<file path="src/rtl/lrupr_pkg.sv">
// lrupr_pkg: shared types and constants for the lru page replacement block
// no dependencies; imported by the controller, the datapath and the top level
package lrupr_pkg;

    localparam int CFG_BITS = 4;
    localparam logic [CFG_BITS-1:0] FRAMES_USED_RESET = 4'd8;

    typedef enum logic [1:0] {
        ST_IDLE   = 2'b01,
        ST_LOOKUP = 2'b10
    } lrupr_state_t;

    typedef struct packed {
        logic capture;
        logic commit;
    } lrupr_cmd_t;

endpackage

</file>
<file path="src/rtl/lrupr_if.sv">
// lrupr_req_if / lrupr_rsp_if: valid/ready channels for page requests and results
// no dependencies
interface lrupr_req_if #(
    parameter int PAGE_BITS = 16
);
    logic                 valid;
    logic                 ready;
    logic [PAGE_BITS-1:0] page_number;
    logic                 last_of_string;

    modport source (output valid, output page_number, output last_of_string, input ready);
    modport sink   (input valid, input page_number, input last_of_string, output ready);
endinterface

interface lrupr_rsp_if #(
    parameter int PAGE_BITS  = 16,
    parameter int IDX_BITS   = 3,
    parameter int COUNT_BITS = 16
);
    logic                  valid;
    logic                  ready;
    logic                  hit;
    logic [IDX_BITS-1:0]   frame_index;
    logic                  evicted_valid;
    logic [PAGE_BITS-1:0]  evicted_page;
    logic [COUNT_BITS-1:0] hit_count;

    modport source (
        output valid, output hit, output frame_index, output evicted_valid,
        output evicted_page, output hit_count, input ready
    );
    modport sink (
        input valid, input hit, input frame_index, input evicted_valid,
        input evicted_page, input hit_count, output ready
    );
endinterface

</file>
<file path="src/rtl/lrupr_ctrl.sv">
// lrupr_ctrl: request sequencer and result valid flag
// depends on lrupr_pkg
module lrupr_ctrl
    import lrupr_pkg::*;
(
    input  logic       clk,
    input  logic       rst_n,
    input  logic       req_valid,
    output logic       req_ready,
    output logic       rsp_valid,
    input  logic       rsp_ready,
    output lrupr_cmd_t cmd
);

    lrupr_state_t state_reg, state_next;
    logic         out_valid_reg, out_valid_next;

    always_comb
    begin
        req_ready   = (state_reg == ST_IDLE);
        cmd.capture = req_ready && req_valid;
        cmd.commit  = (state_reg == ST_LOOKUP) && (!out_valid_reg || rsp_ready);
    end

    always_comb
    begin
        state_next = state_reg;
        unique case (state_reg)
            ST_IDLE:
            begin
                if (cmd.capture)
                begin
                    state_next = ST_LOOKUP;
                end
            end
            ST_LOOKUP:
            begin
                if (cmd.commit)
                begin
                    state_next = ST_IDLE;
                end
            end
            default:
            begin
                state_next = ST_IDLE;
            end
        endcase
    end

    always_comb
    begin
        out_valid_next = out_valid_reg;
        if (cmd.commit)
        begin
            out_valid_next = 1'b1;
        end
        else if (rsp_ready)
        begin
            out_valid_next = 1'b0;
        end
    end

    assign rsp_valid = out_valid_reg;

    always_ff @(posedge clk or negedge rst_n)
    begin
        if (!rst_n)
        begin
            state_reg     <= ST_IDLE;
            out_valid_reg <= 1'b0;
        end
        else
        begin
            state_reg     <= state_next;
            out_valid_reg <= out_valid_next;
        end
    end

endmodule

</file>
<file path="src/rtl/lrupr_datapath.sv">
// lrupr_datapath: frame table, recency ranks, hit counter and result register
// depends on lrupr_pkg
module lrupr_datapath
    import lrupr_pkg::*;
#(
    parameter int FRAMES     = 8,
    parameter int PAGE_BITS  = 16,
    parameter int COUNT_BITS = 16,
    parameter int IDX_BITS   = (FRAMES > 1) ? $clog2(FRAMES) : 1
) (
    input  logic                  clk,
    input  logic                  rst_n,
    input  logic                  cfg_we,
    input  logic [CFG_BITS-1:0]   cfg_wdata,
    input  lrupr_cmd_t            cmd,
    input  logic [PAGE_BITS-1:0]  in_page,
    input  logic                  in_last,
    output logic                  out_hit,
    output logic [IDX_BITS-1:0]   out_frame,
    output logic                  out_ev_valid,
    output logic [PAGE_BITS-1:0]  out_ev_page,
    output logic [COUNT_BITS-1:0] out_count
);

    localparam int CNT_BITS  = $clog2(FRAMES + 1);
    localparam int RANK_BITS = IDX_BITS;

    logic [CFG_BITS-1:0]   frames_used_reg;
    logic [PAGE_BITS-1:0]  req_page_reg;
    logic                  req_last_reg;
    logic [PAGE_BITS-1:0]  page_reg [FRAMES];
    logic [FRAMES-1:0]     valid_reg;
    logic [RANK_BITS-1:0]  rank_reg [FRAMES];
    logic [COUNT_BITS-1:0] count_reg;

    logic                  hit_reg;
    logic [IDX_BITS-1:0]   frame_reg;
    logic                  ev_valid_reg;
    logic [PAGE_BITS-1:0]  ev_page_reg;
    logic [COUNT_BITS-1:0] hit_count_reg;

    logic [CNT_BITS-1:0]   active_cnt;
    logic [FRAMES-1:0]     in_act;
    logic                  any_hit;
    logic                  any_empty;
    logic [IDX_BITS-1:0]   hit_idx;
    logic [IDX_BITS-1:0]   empty_idx;
    logic [IDX_BITS-1:0]   vic_idx;
    logic [RANK_BITS-1:0]  vic_rank;
    logic [IDX_BITS-1:0]   sel_idx;
    logic [RANK_BITS-1:0]  old_rank;
    logic                  age_all;
    logic [RANK_BITS-1:0]  rank_next [FRAMES];
    logic [FRAMES-1:0]     valid_next;
    logic [COUNT_BITS-1:0] count_next;

    // clamp frames in use to 1..FRAMES
    always_comb
    begin
        if (frames_used_reg == '0)
        begin
            active_cnt = CNT_BITS'(1);
        end
        else if (32'(frames_used_reg) > 32'(FRAMES))
        begin
            active_cnt = CNT_BITS'(FRAMES);
        end
        else
        begin
            active_cnt = CNT_BITS'(frames_used_reg);
        end
    end

    // lowest matching frame and lowest empty frame
    always_comb
    begin
        any_hit   = 1'b0;
        any_empty = 1'b0;
        hit_idx   = '0;
        empty_idx = '0;
        for (int i = FRAMES - 1; i >= 0; i--)
        begin
            in_act[i] = CNT_BITS'(i) < active_cnt;
            if (in_act[i] && valid_reg[i] && (page_reg[i] == req_page_reg))
            begin
                any_hit = 1'b1;
                hit_idx = IDX_BITS'(i);
            end
            if (in_act[i] && !valid_reg[i])
            begin
                any_empty = 1'b1;
                empty_idx = IDX_BITS'(i);
            end
        end
    end

    // least recently used frame in use, lowest index on a tie
    always_comb
    begin
        vic_idx  = '0;
        vic_rank = rank_reg[0];
        for (int i = 1; i < FRAMES; i++)
        begin
            if (in_act[i] && (rank_reg[i] > vic_rank))
            begin
                vic_idx  = IDX_BITS'(i);
                vic_rank = rank_reg[i];
            end
        end
    end

    always_comb
    begin
        if (any_hit)
        begin
            sel_idx = hit_idx;
        end
        else if (any_empty)
        begin
            sel_idx = empty_idx;
        end
        else
        begin
            sel_idx = vic_idx;
        end
        old_rank = rank_reg[sel_idx];
        age_all  = !any_hit && any_empty;
        for (int i = 0; i < FRAMES; i++)
        begin
            valid_next[i] = valid_reg[i] || (IDX_BITS'(i) == sel_idx);
            if (IDX_BITS'(i) == sel_idx)
            begin
                rank_next[i] = '0;
            end
            else if (valid_reg[i] && (age_all || (rank_reg[i] < old_rank)))
            begin
                rank_next[i] = rank_reg[i] + RANK_BITS'(1);
            end
            else
            begin
                rank_next[i] = rank_reg[i];
            end
        end
        if (any_hit && (count_reg != '1))
        begin
            count_next = count_reg + COUNT_BITS'(1);
        end
        else
        begin
            count_next = count_reg;
        end
    end

    always_ff @(posedge clk or negedge rst_n)
    begin
        if (!rst_n)
        begin
            frames_used_reg <= FRAMES_USED_RESET;
            valid_reg       <= '0;
            count_reg       <= '0;
            for (int i = 0; i < FRAMES; i++)
            begin
                rank_reg[i] <= '0;
            end
        end
        else
        begin
            if (cfg_we)
            begin
                frames_used_reg <= cfg_wdata;
            end
            if (cmd.commit)
            begin
                if (req_last_reg)
                begin
                    valid_reg <= '0;
                    count_reg <= '0;
                    for (int i = 0; i < FRAMES; i++)
                    begin
                        rank_reg[i] <= '0;
                    end
                end
                else
                begin
                    valid_reg <= valid_next;
                    count_reg <= count_next;
                    for (int i = 0; i < FRAMES; i++)
                    begin
                        rank_reg[i] <= rank_next[i];
                    end
                end
            end
        end
    end

    // payload registers
    always_ff @(posedge clk)
    begin
        if (cmd.capture)
        begin
            req_page_reg <= in_page;
            req_last_reg <= in_last;
        end
        if (cmd.commit)
        begin
            page_reg[sel_idx] <= req_page_reg;
            hit_reg           <= any_hit;
            frame_reg         <= sel_idx;
            ev_valid_reg      <= !any_hit && !any_empty;
            ev_page_reg       <= (!any_hit && !any_empty) ? page_reg[vic_idx] : '0;
            hit_count_reg     <= count_next;
        end
    end

    assign out_hit      = hit_reg;
    assign out_frame    = frame_reg;
    assign out_ev_valid = ev_valid_reg;
    assign out_ev_page  = ev_page_reg;
    assign out_count    = hit_count_reg;

endmodule

</file>
<file path="src/rtl/lru_page_replacement_top.sv">
// lru_page_replacement_top: lru page replacement unit, controller plus datapath
// depends on lrupr_pkg, lrupr_if, lrupr_ctrl, lrupr_datapath
//
//   channel  dir  signals                                   transfer
//   req      in   page_number, last_of_string               valid & ready
//   rsp      out  hit, frame_index, evicted_valid,          valid & ready
//                 evicted_page, hit_count
//   cfg      in   cfg_we, cfg_wdata (frames_used)           cfg_we
//
// each request passes through capture, then a lookup state that compares all
// frames in parallel, updates the ranks and loads the result register
// the lookup state waits while the result register still holds an untaken result
// reset clears all frames, the ranks and the hit counter; frames_used resets to 8
// a request marked last_of_string clears frames and counter once it commits
module lru_page_replacement_top
    import lrupr_pkg::*;
#(
    parameter int FRAMES     = 8,
    parameter int PAGE_BITS  = 16,
    parameter int COUNT_BITS = 16
) (
    input  logic                  clk,
    input  logic                  rst_n,
    input  logic                  cfg_we,
    input  logic [CFG_BITS-1:0]   cfg_wdata,
    lrupr_req_if.sink             req,
    lrupr_rsp_if.source           rsp
);

    localparam int IDX_BITS = (FRAMES > 1) ? $clog2(FRAMES) : 1;

    lrupr_cmd_t cmd;
    logic       req_ready;
    logic       rsp_valid;

    lrupr_ctrl u_ctrl (
        .clk       (clk),
        .rst_n     (rst_n),
        .req_valid (req.valid),
        .req_ready (req_ready),
        .rsp_valid (rsp_valid),
        .rsp_ready (rsp.ready),
        .cmd       (cmd)
    );

    lrupr_datapath #(
        .FRAMES     (FRAMES),
        .PAGE_BITS  (PAGE_BITS),
        .COUNT_BITS (COUNT_BITS),
        .IDX_BITS   (IDX_BITS)
    ) u_datapath (
        .clk          (clk),
        .rst_n        (rst_n),
        .cfg_we       (cfg_we),
        .cfg_wdata    (cfg_wdata),
        .cmd          (cmd),
        .in_page      (req.page_number),
        .in_last      (req.last_of_string),
        .out_hit      (rsp.hit),
        .out_frame    (rsp.frame_index),
        .out_ev_valid (rsp.evicted_valid),
        .out_ev_page  (rsp.evicted_page),
        .out_count    (rsp.hit_count)
    );

    assign req.ready = req_ready;
    assign rsp.valid = rsp_valid;

endmodule

</file>
<file path="src/flat_wrapper.sv">
// flat-port wrapper written by rule: the top's interface ports become plain ports
module lru_page_replacement_top_flat import lrupr_pkg::*;
#(
    parameter int FRAMES     = 8,
    parameter int PAGE_BITS  = 16,
    parameter int COUNT_BITS = 16
)
  (clk, rst_n, cfg_we, cfg_wdata, req_valid, req_page_number, req_last_of_string, req_ready, rsp_valid, rsp_hit, rsp_frame_index, rsp_evicted_valid, rsp_evicted_page, rsp_hit_count, rsp_ready);
  lrupr_req_if #(.PAGE_BITS(PAGE_BITS)) req_i ();
  lrupr_rsp_if #(.PAGE_BITS(PAGE_BITS), .COUNT_BITS(COUNT_BITS)) rsp_i ();
  input  logic clk;
  input  logic rst_n;
  input  logic cfg_we;
  input  logic [CFG_BITS-1:0] cfg_wdata;
  input wire logic [$bits(req_i.valid)-1:0] req_valid;
  input wire logic [$bits(req_i.page_number)-1:0] req_page_number;
  input wire logic [$bits(req_i.last_of_string)-1:0] req_last_of_string;
  output wire logic [$bits(req_i.ready)-1:0] req_ready;
  output wire logic [$bits(rsp_i.valid)-1:0] rsp_valid;
  output wire logic [$bits(rsp_i.hit)-1:0] rsp_hit;
  output wire logic [$bits(rsp_i.frame_index)-1:0] rsp_frame_index;
  output wire logic [$bits(rsp_i.evicted_valid)-1:0] rsp_evicted_valid;
  output wire logic [$bits(rsp_i.evicted_page)-1:0] rsp_evicted_page;
  output wire logic [$bits(rsp_i.hit_count)-1:0] rsp_hit_count;
  input wire logic [$bits(rsp_i.ready)-1:0] rsp_ready;
  assign req_i.valid = req_valid;
  assign req_i.page_number = req_page_number;
  assign req_i.last_of_string = req_last_of_string;
  assign req_ready = req_i.ready;
  assign rsp_valid = rsp_i.valid;
  assign rsp_hit = rsp_i.hit;
  assign rsp_frame_index = rsp_i.frame_index;
  assign rsp_evicted_valid = rsp_i.evicted_valid;
  assign rsp_evicted_page = rsp_i.evicted_page;
  assign rsp_hit_count = rsp_i.hit_count;
  assign rsp_i.ready = rsp_ready;
  lru_page_replacement_top #(.FRAMES(FRAMES), .PAGE_BITS(PAGE_BITS), .COUNT_BITS(COUNT_BITS)) u_core (.clk(clk), .rst_n(rst_n), .cfg_we(cfg_we), .cfg_wdata(cfg_wdata), .req(req_i), .rsp(rsp_i));
endmodule
</file>
<file path="config.mk">
export PLATFORM = sky130hd
export DESIGN_NAME = lru_page_replacement_top_flat
export DESIGN_NICKNAME = d
export VERILOG_FILES = /design/src/rtl/lrupr_pkg.sv /design/src/rtl/lrupr_if.sv /design/src/rtl/lrupr_ctrl.sv /design/src/rtl/lrupr_datapath.sv /design/src/rtl/lru_page_replacement_top.sv /design/src/flat_wrapper.sv
export SDC_FILE = /design/constraint.sdc
export NUM_CORES = 1
export LEC_CHECK = 0
export BUFFER_PORTS_ARGS = -buffer_cell sky130_fd_sc_hd__buf_2
export CAP_MARGIN = 10
export CORE_UTILIZATION = 35
export DETAILED_ROUTE_END_ITERATION = 10
export SYNTH_ARGS = -nofsm -noshare
export SYNTH_HDL_FRONTEND = slang
export SYNTH_SLANG_ARGS = --single-unit
</file>
<file path="constraint.sdc">
create_clock -name clk -period 12.1 [get_ports clk]
set_clock_uncertainty 0.15 [all_clocks]
set_input_delay 0.605 -clock clk [delete_from_list [all_inputs] [get_ports clk]]
set_output_delay 0.605 -clock clk [all_outputs]
set_load 0.02 [all_outputs]
</file>
Word-level counts from Yosys, hierarchy flattened:

Memory sizes are Yosys's and may differ from the RTL's. A register that Yosys moved wholly into a read port is not among the register bits.
Cells that the tools add are included.

* add/sub/neg operators: 9
* multiply operators: 0
* div/mod/pow operators: 0
* order comparisons: 25
* eq/ne operators: 20
* shifts and indexed selects: 0
* mux-type cells: 79
* bitwise gates (word level): 1
* reduce and logical (&&, ||, !) cells: 93

Operators with widths (number)
* $mux 3: 48
* $eq 16x16->1: 8
* $logic_and 1x1->1: 44
* $mux 16: 2
* $add 3x1->3 const B: 8
* $lt 3x3->1: 8
* $mux 24: 1
* $reduce_bool 3->1: 8
* $gt 3x3->1: 7
* $mux 1: 21
* $reduce_and 2->1: 9
* $logic_or 1x1->1: 17
* $add 16x1->16 const B: 1
* $lt 3x4->1 const A: 4
* $ne 16x16->1 const B: 1
* $eq 3x3->1 const A: 4
* $logic_not 1->1: 12
* $bmux 3 s3: 1
* $lt 1x4->1 const A: 2
* $lt 2x4->1 const A: 2
* $mux 4: 2
* $mux 8: 1
* $eq 2x3->1 const A: 2
* $ge 4x4->1 const B: 1
* other kinds (11): 13

* bits in registers: 93
* bits in latches: 0
* memory bits (writable): 128
* ROM bits: 0
* input port bits: 26
* output and inout bits: 39
* word-level logic and storage cells: 247
* memories kept: 1

Memory list
* u_core.u_datapath.page_reg: depth 8, bits a word 16, read ports 9, clocked after Yosys merged registers in 1, wr ports 1, RTL line lrupr_datapath.sv:31 `logic [PAGE_BITS-1:0] page_reg [FRAMES];`

Logic depth before layout (Yosys ltp):

* depth after elaboration: 36
* gate-level depth with buffers: 59
* mapped depth without buffers: 58

Modules after synthesis:

From an unflattened synthesis, not the netlist that was laid out.

* cell total of the unflattened synthesis: 1115
* area total of the unflattened synthesis: 13252.7 um^2

By module, submodules not included
* lrupr_datapath: instances 1, cells an instance 1103, area each 13115.1 um^2, seq. area each 6767.7 um^2
* lrupr_ctrl: instances 1, cells an instance 12, area each 137.6 um^2, seq. area each 76.3 um^2

Worst setup path after synthesis:

OpenSTA, ideal clock, no wires.

* kind: reg-to-reg
* from: register u_core.u_datapath.rank_reg[20] in the netlist's numbering
* to: register u_core.u_datapath.rank_reg[20] in the netlist's numbering
* setup time: 0.078 ns
* data arrival time: 10.797 ns
* required time: 11.872 ns
* path slack: 1.075 ns
* stages on the path, launching flop included: 55
* buffers on the path: 1
* period minus slack after synthesis: 11.025 ns
* cell sequence: dfrtp_1 ha_1 a21oi_1 o21a_1 o21ai_0 o31ai_1 ha_1 a211oi_1 o211ai_1 mux2_2 ha_1 nor2_1 and3_1 o22a_1 a31oi_2 and2_1 nand2_1 o21ai_0 [19 not listed] nand3_1 nand2_1 a21oi_1 nand2b_1 a21oi_1 a31o_1 o21ai_2 clkbuf_1 nor2_1 a211oi_1 a211oi_1 a21oi_1 ha_1 o21ai_0 nand3_1 o31a_1 or3_1 a21oi_1

* longest elaborated chain between the ends: 32
* elaborated cells on any way between the ends: 43
* those cells by class: 1 x add/sub; 8 x order compare; 1 x eq/ne; 21 x mux; 1 x bitwise; 11 x reduce/logical

RTL lines
* start: declaration: RTL line lrupr_datapath.sv:33 `logic [RANK_BITS-1:0] rank_reg [FRAMES];`
* start signal: indexed assignment: RTL line lrupr_datapath.sv:189 `rank_reg[i] <= rank_next[i];`
* $gt 3x3->1: RTL line lrupr_datapath.sv:104 `if (in_act[i] && (rank_reg[i] > vic_rank))`
* $logic_and 1x1->1: RTL line lrupr_datapath.sv:104
* $mux 3: RTL line lrupr_datapath.sv:104
* $gt 3x3->1: RTL line lrupr_datapath.sv:104
* $logic_and 1x1->1: RTL line lrupr_datapath.sv:104
* $mux 3: RTL line lrupr_datapath.sv:104
* $gt 3x3->1: RTL line lrupr_datapath.sv:104
* $logic_and 1x1->1: RTL line lrupr_datapath.sv:104
* [15 not listed]
* named net u_core.u_datapath.sel_idx[0]: RTL line lrupr_datapath.sv:50 `logic [IDX_BITS-1:0] sel_idx;`
* $not 3->4 (implied by the code): RTL line lrupr_datapath.sv:126 `old_rank = rank_reg[sel_idx];`
* $bmux 3 s3: RTL line lrupr_datapath.sv:126
* $mux 3 (implied by the code) (2 in a row): RTL line lrupr_datapath.sv:126
* $lt 3x3->1: RTL line lrupr_datapath.sv:135 `else if (valid_reg[i] && (age_all || (rank_reg[i] < old_rank)))`
* $logic_or 1x1->1: RTL line lrupr_datapath.sv:135
* $logic_and 1x1->1: RTL line lrupr_datapath.sv:135
* $reduce_bool 3->1 (no source line)
* $reduce_and 2->1 (no source line)

Mark *: on every way through the listed nets, which the timed path passes. The rest lies on a longest branch. The select of a mux whose other input is x is not followed.
A chain may end at the register's enable or synchronous reset.

Final worst setup path:

* from: register u_core.u_datapath.rank_reg[23] in the netlist's numbering
* to: register u_core.u_datapath.rank_reg[3] in the netlist's numbering

* longest elaborated chain between the ends: 32
* elaborated cells on any way between the ends: 41
* those cells by class: 8 x order compare; 1 x eq/ne; 20 x mux; 1 x bitwise; 11 x reduce/logical

RTL lines (RTL line)
* $gt 3x3->1: lrupr_datapath.sv:104
* $logic_and 1x1->1: lrupr_datapath.sv:104
* $mux 3 (*): lrupr_datapath.sv:104
* $gt 3x3->1: lrupr_datapath.sv:104
* $logic_and 1x1->1: lrupr_datapath.sv:104
* $mux 3: lrupr_datapath.sv:104
* $gt 3x3->1: lrupr_datapath.sv:104
* $logic_and 1x1->1: lrupr_datapath.sv:104
* [15 not listed]
* named net u_core.u_datapath.sel_idx[1]: lrupr_datapath.sv:50
* $not 3->4 (implied by the code): lrupr_datapath.sv:126
* $bmux 3 s3: lrupr_datapath.sv:126
* $mux 3 (implied by the code) (2 in a row): lrupr_datapath.sv:126
* $lt 3x3->1: lrupr_datapath.sv:135
* $logic_or 1x1->1: lrupr_datapath.sv:135
* $logic_and 1x1->1: lrupr_datapath.sv:135
* $reduce_bool 3->1 (no source line)
* $reduce_and 2->1 (no source line)

Marked as above.

==> results.md <==
* Status: complete, no violations
* Clk pwr share at a little under a fifth
* Wire length on met1 at approximately 17000 um
* Hold violation count in the final report at 0
* Yosys cell types at 84
* Top cells by area, synth: edfxtp_1 (41%), dfrtp_1 (9.9%), xor2_1 (5.3%)
* Ys flop type: edfxtp_1
* Avg Inst Size Synth at around 11 um^2
* Clk Latency, worst-skew pair at ~0.57 ns
* Kind of end point of the critical path: register
* Slew Limit Fails at 0
* CTS tree: yes
* Lkg Pwr at roughly 5.6 nW
* Crit path time final at 11.54 ns
* Post-synth EDFFs at around 180
* Leading cell type in the layout, fill and taps excluded: edfxtp_1
* Worst-margin pin slew at between 1 and 1.5 ns
* Hpwl dp at between 20000 and 30000 um
* Pre-Repair DR Iteration Count at 5
* CTS Sinks at ~240
* RR Startpoint: u_core.u_datapath.rank_reg[23]
* Met2 WL at 18600 um
* CTS Buffer Depth at 3
* WP data required at roughly 12 ns
* Worst min-delay path category: in -> async
* Critical Path AT at about 12 ns
* Sequential fraction of the synthesis area at 51.3%
* Compound-Gate Fraction of Synth Area at a little under an eighth
* Critical path's top delay family: compound AO/OA/AOI/OAI gates
* Most frequent cells in the layout: edfxtp_1 (182), nand2_1 (140), xor2_1 (80)
* Nets at 1311
* Filler cells at 3552
* Fin crit share at 95.4%
* Remaining DRCs at 0
* Int Power at around 2.5 mW
* Async SR Flop Fraction at a little under a quarter
* Placer Congestion at ~1
* Vias per inst at about 5.5
* Worst vdd ir at ~0.00044 V
* Max stage delay on crit path at ~0.51 ns
* Syn_nets at 1252
* P per Cell Area at slightly below 300 nW/um^2
* WL final at about 39000 um
* Die width at approximately 200 um
* Root Buffer: clkbuf_16
* Maximum clock frequency at about 0.087 GHz
* Hold slack at 0.0399 ns
* Vias at 9774
* Sequential Power Share at between 20% and 30%
* Vias in the first global route at 9620
* DR top layer: met4
* RR Endpoint: u_core.u_datapath.rank_reg[3]
* #FFs+latches synth at 237
* Largest net degree at the start of global routing at 56
* Max FFs per register at ~130
* Clk slew on worst S/H paths at ~0.06 ns
* Gr usage total at between 20% and 30%
* IO Port Bufs at between 60 and 70
* DIE AREA at between 30000 and 40000 um^2
* Chip height at between 150 and 200 um
* First-pass GRT wire length at about 59000 um
* R2R cell count at 52
* Final setup fails at 0
* Share of cells above drive strength 1 at between 10% and 20%
* Syn Inst Count at 1196
* CORE AREA at between 30000 and 40000 um^2
* # IOs at 65
* Num CTS Buffers at 26
* Layout overhead on the synthesized area at 13.8%
* Worst R2R Setup Slack at 0.56 ns
* Initial Utilization at ~35%
* Max-cap violations at 0
* CP Buf/Inv Count at 3
* Relative slew margins at between 30% and 40%
* Critical Path Fanout Max at 10
* FP Rows at between 70 and 80
* Post-synthesis xor/xnor area fraction at between 9 and 10%
* Share of the synthesized area in the top cell type at 41.0%
* Net Sw Power at approximately 1.9 mW
* Comb pwr share at 56.7%
* CP max stage cell: mux4_2
* Detailed router's first-iteration violation count at slightly above 800
* GR Overflow Total at 0
* Critical Path Start Type: register
* WL per Instance at 21.6 um
* Sw frac at approximately 44%
* TNS Setup at 0 ns
* Post-Syn Area at ~13000 um^2
* Final worst setup slack at about 0.56 ns
* CP dominant cell by count: ha_1
* Critical setup path kind: reg -> reg
* Yosys top cell by area: edfxtp_1
* Simple-Gate Fraction of Synth Area at 14.5%
* Largest family of logic cells by synthesized area: simple AND/OR/NAND/NOR gates
* Place WS at 0.259 ns
* Metal3 WL at slightly below 2000 um
* # diodes at 0
* Ys Warns at 0
* Number of antenna-violating nets in the routed design at 0
* H-tree level count at 1
* Initial antenna violation count at 0
* Post-synthesis adder-cell area fraction at 3.31%
* Post-synthesis mux area share at slightly below 7%
## cell usage after synthesis (5+ instances only)
library cell / number
a211oi_1: 12
a21o_1: 5
a21oi_1: 31
a22o_1: 8
a31oi_1: 10
and2_1: 7
and3_1: 9
buf_1: 5
buf_2: 16
clkbuf_1: 29
dfrtp_1: 53
edfxtp_1: 182
ha_1: 30
inv_1: 40
maj3_2: 5
mux2_2: 40
mux2i_1: 40
nand2_1: 140
nand2b_1: 12
nand3_1: 27
nand4_1: 23
nor2_1: 65
nor2b_1: 10
nor3_1: 29
nor4_1: 24
nor4b_1: 6
o211ai_1: 44
o21ai_0: 40
o22ai_1: 7
o31ai_1: 6
or2_1: 6
or2_2: 7
xnor2_1: 67
xor2_1: 80
## per-layer routing
| metal | vias up | global-route usage, % |
|---|---|---|
| li1 | 4547 | - |
| met1 | 4856 | 27.0 |
| met2 | 294 | 33.4 |
| met3 | 77 | 2.70 |
| met4 | 0 | 5.94 |
| met5 | - | 0 |
## worst max-delay path by stage
stage	start	end	slack, ns	cells after the start
detailed placement	u_core.u_datapath.rank_reg[23]	u_core.u_datapath.rank_reg[14]	0.26	51
CTS	u_core.u_datapath.rank_reg[23]	u_core.u_datapath.rank_reg[14]	0.22	51
global route	u_core.u_datapath.rank_reg[23]	u_core.u_datapath.rank_reg[14]	-0.13	59
floorplan	u_core.u_datapath.rank_reg[20]	u_core.u_datapath.rank_reg[20]	1.08	54
global placement	u_core.u_datapath.rank_reg[23]	u_core.u_datapath.rank_reg[14]	0.56	50
finish	u_core.u_datapath.rank_reg[23]	u_core.u_datapath.rank_reg[3]	0.56	52
## power groups by stage
stage | logic, mW | clock network (mW) | registers, mW
floorplan | 1.90 | 0 | 1.04
global placement | 2.37 | 0 | 1.09
detailed placement | 2.39 | 0 | 1.10
CTS | 2.40 | 0.828 | 1.08
global route | 2.72 | 0.861 | 1.09
finish | 2.48 | 0.812 | 1.08
## metrics by stage
stage | instance area [um^2] | power (mW) | cells | utilization, %
after global routing | 15200 | 4.67 | 1786 | 40.4
after floorplan | 13300 | 2.93 | 1196 | -
final | 15200 | 4.37 | 1786 | 40.4
after CTS | 15100 | 4.31 | 1784 | 40.1
after global placement | 14200 | 3.46 | 1736 | 37.8
after detailed placement | 14200 | 3.49 | 1736 | 37.8
## what timing repair did
action / in CTS / in global routing
resized for setup: 0 / 18
hold buffers: 0 / 0
buffers inserted: 0 / 2
endpoints found under the setup margin: 0 / 109
## cell families (layout without fill, tap and decap cells)
logic type                 Yosys count  count (layout)
AOI/OAI and AO/OA                  208             208
xor gates and xnor gates           147             147
adders and majority gates           36              36
buffers and inverters               96             175
DFF                                237             237
muxes                               83              83
and+or+nand+nor                    389             389
## cell type report
class | instances | area [um^2] | share of cell area, %
inverters | 41 | 161 | 1.06
well taps | 511 | 639 | 4.21
clock buffers | 31 | 691 | 4.55
repair buffers | 86 | 489 | 3.22
multi-input cells | 863 | 6180 | 40.7
clock inverters | 17 | 175 | 1.15
flip-flops and latches | 237 | 6850 | 45.1
No activity file was read; power rests on OpenSTA's default activity.
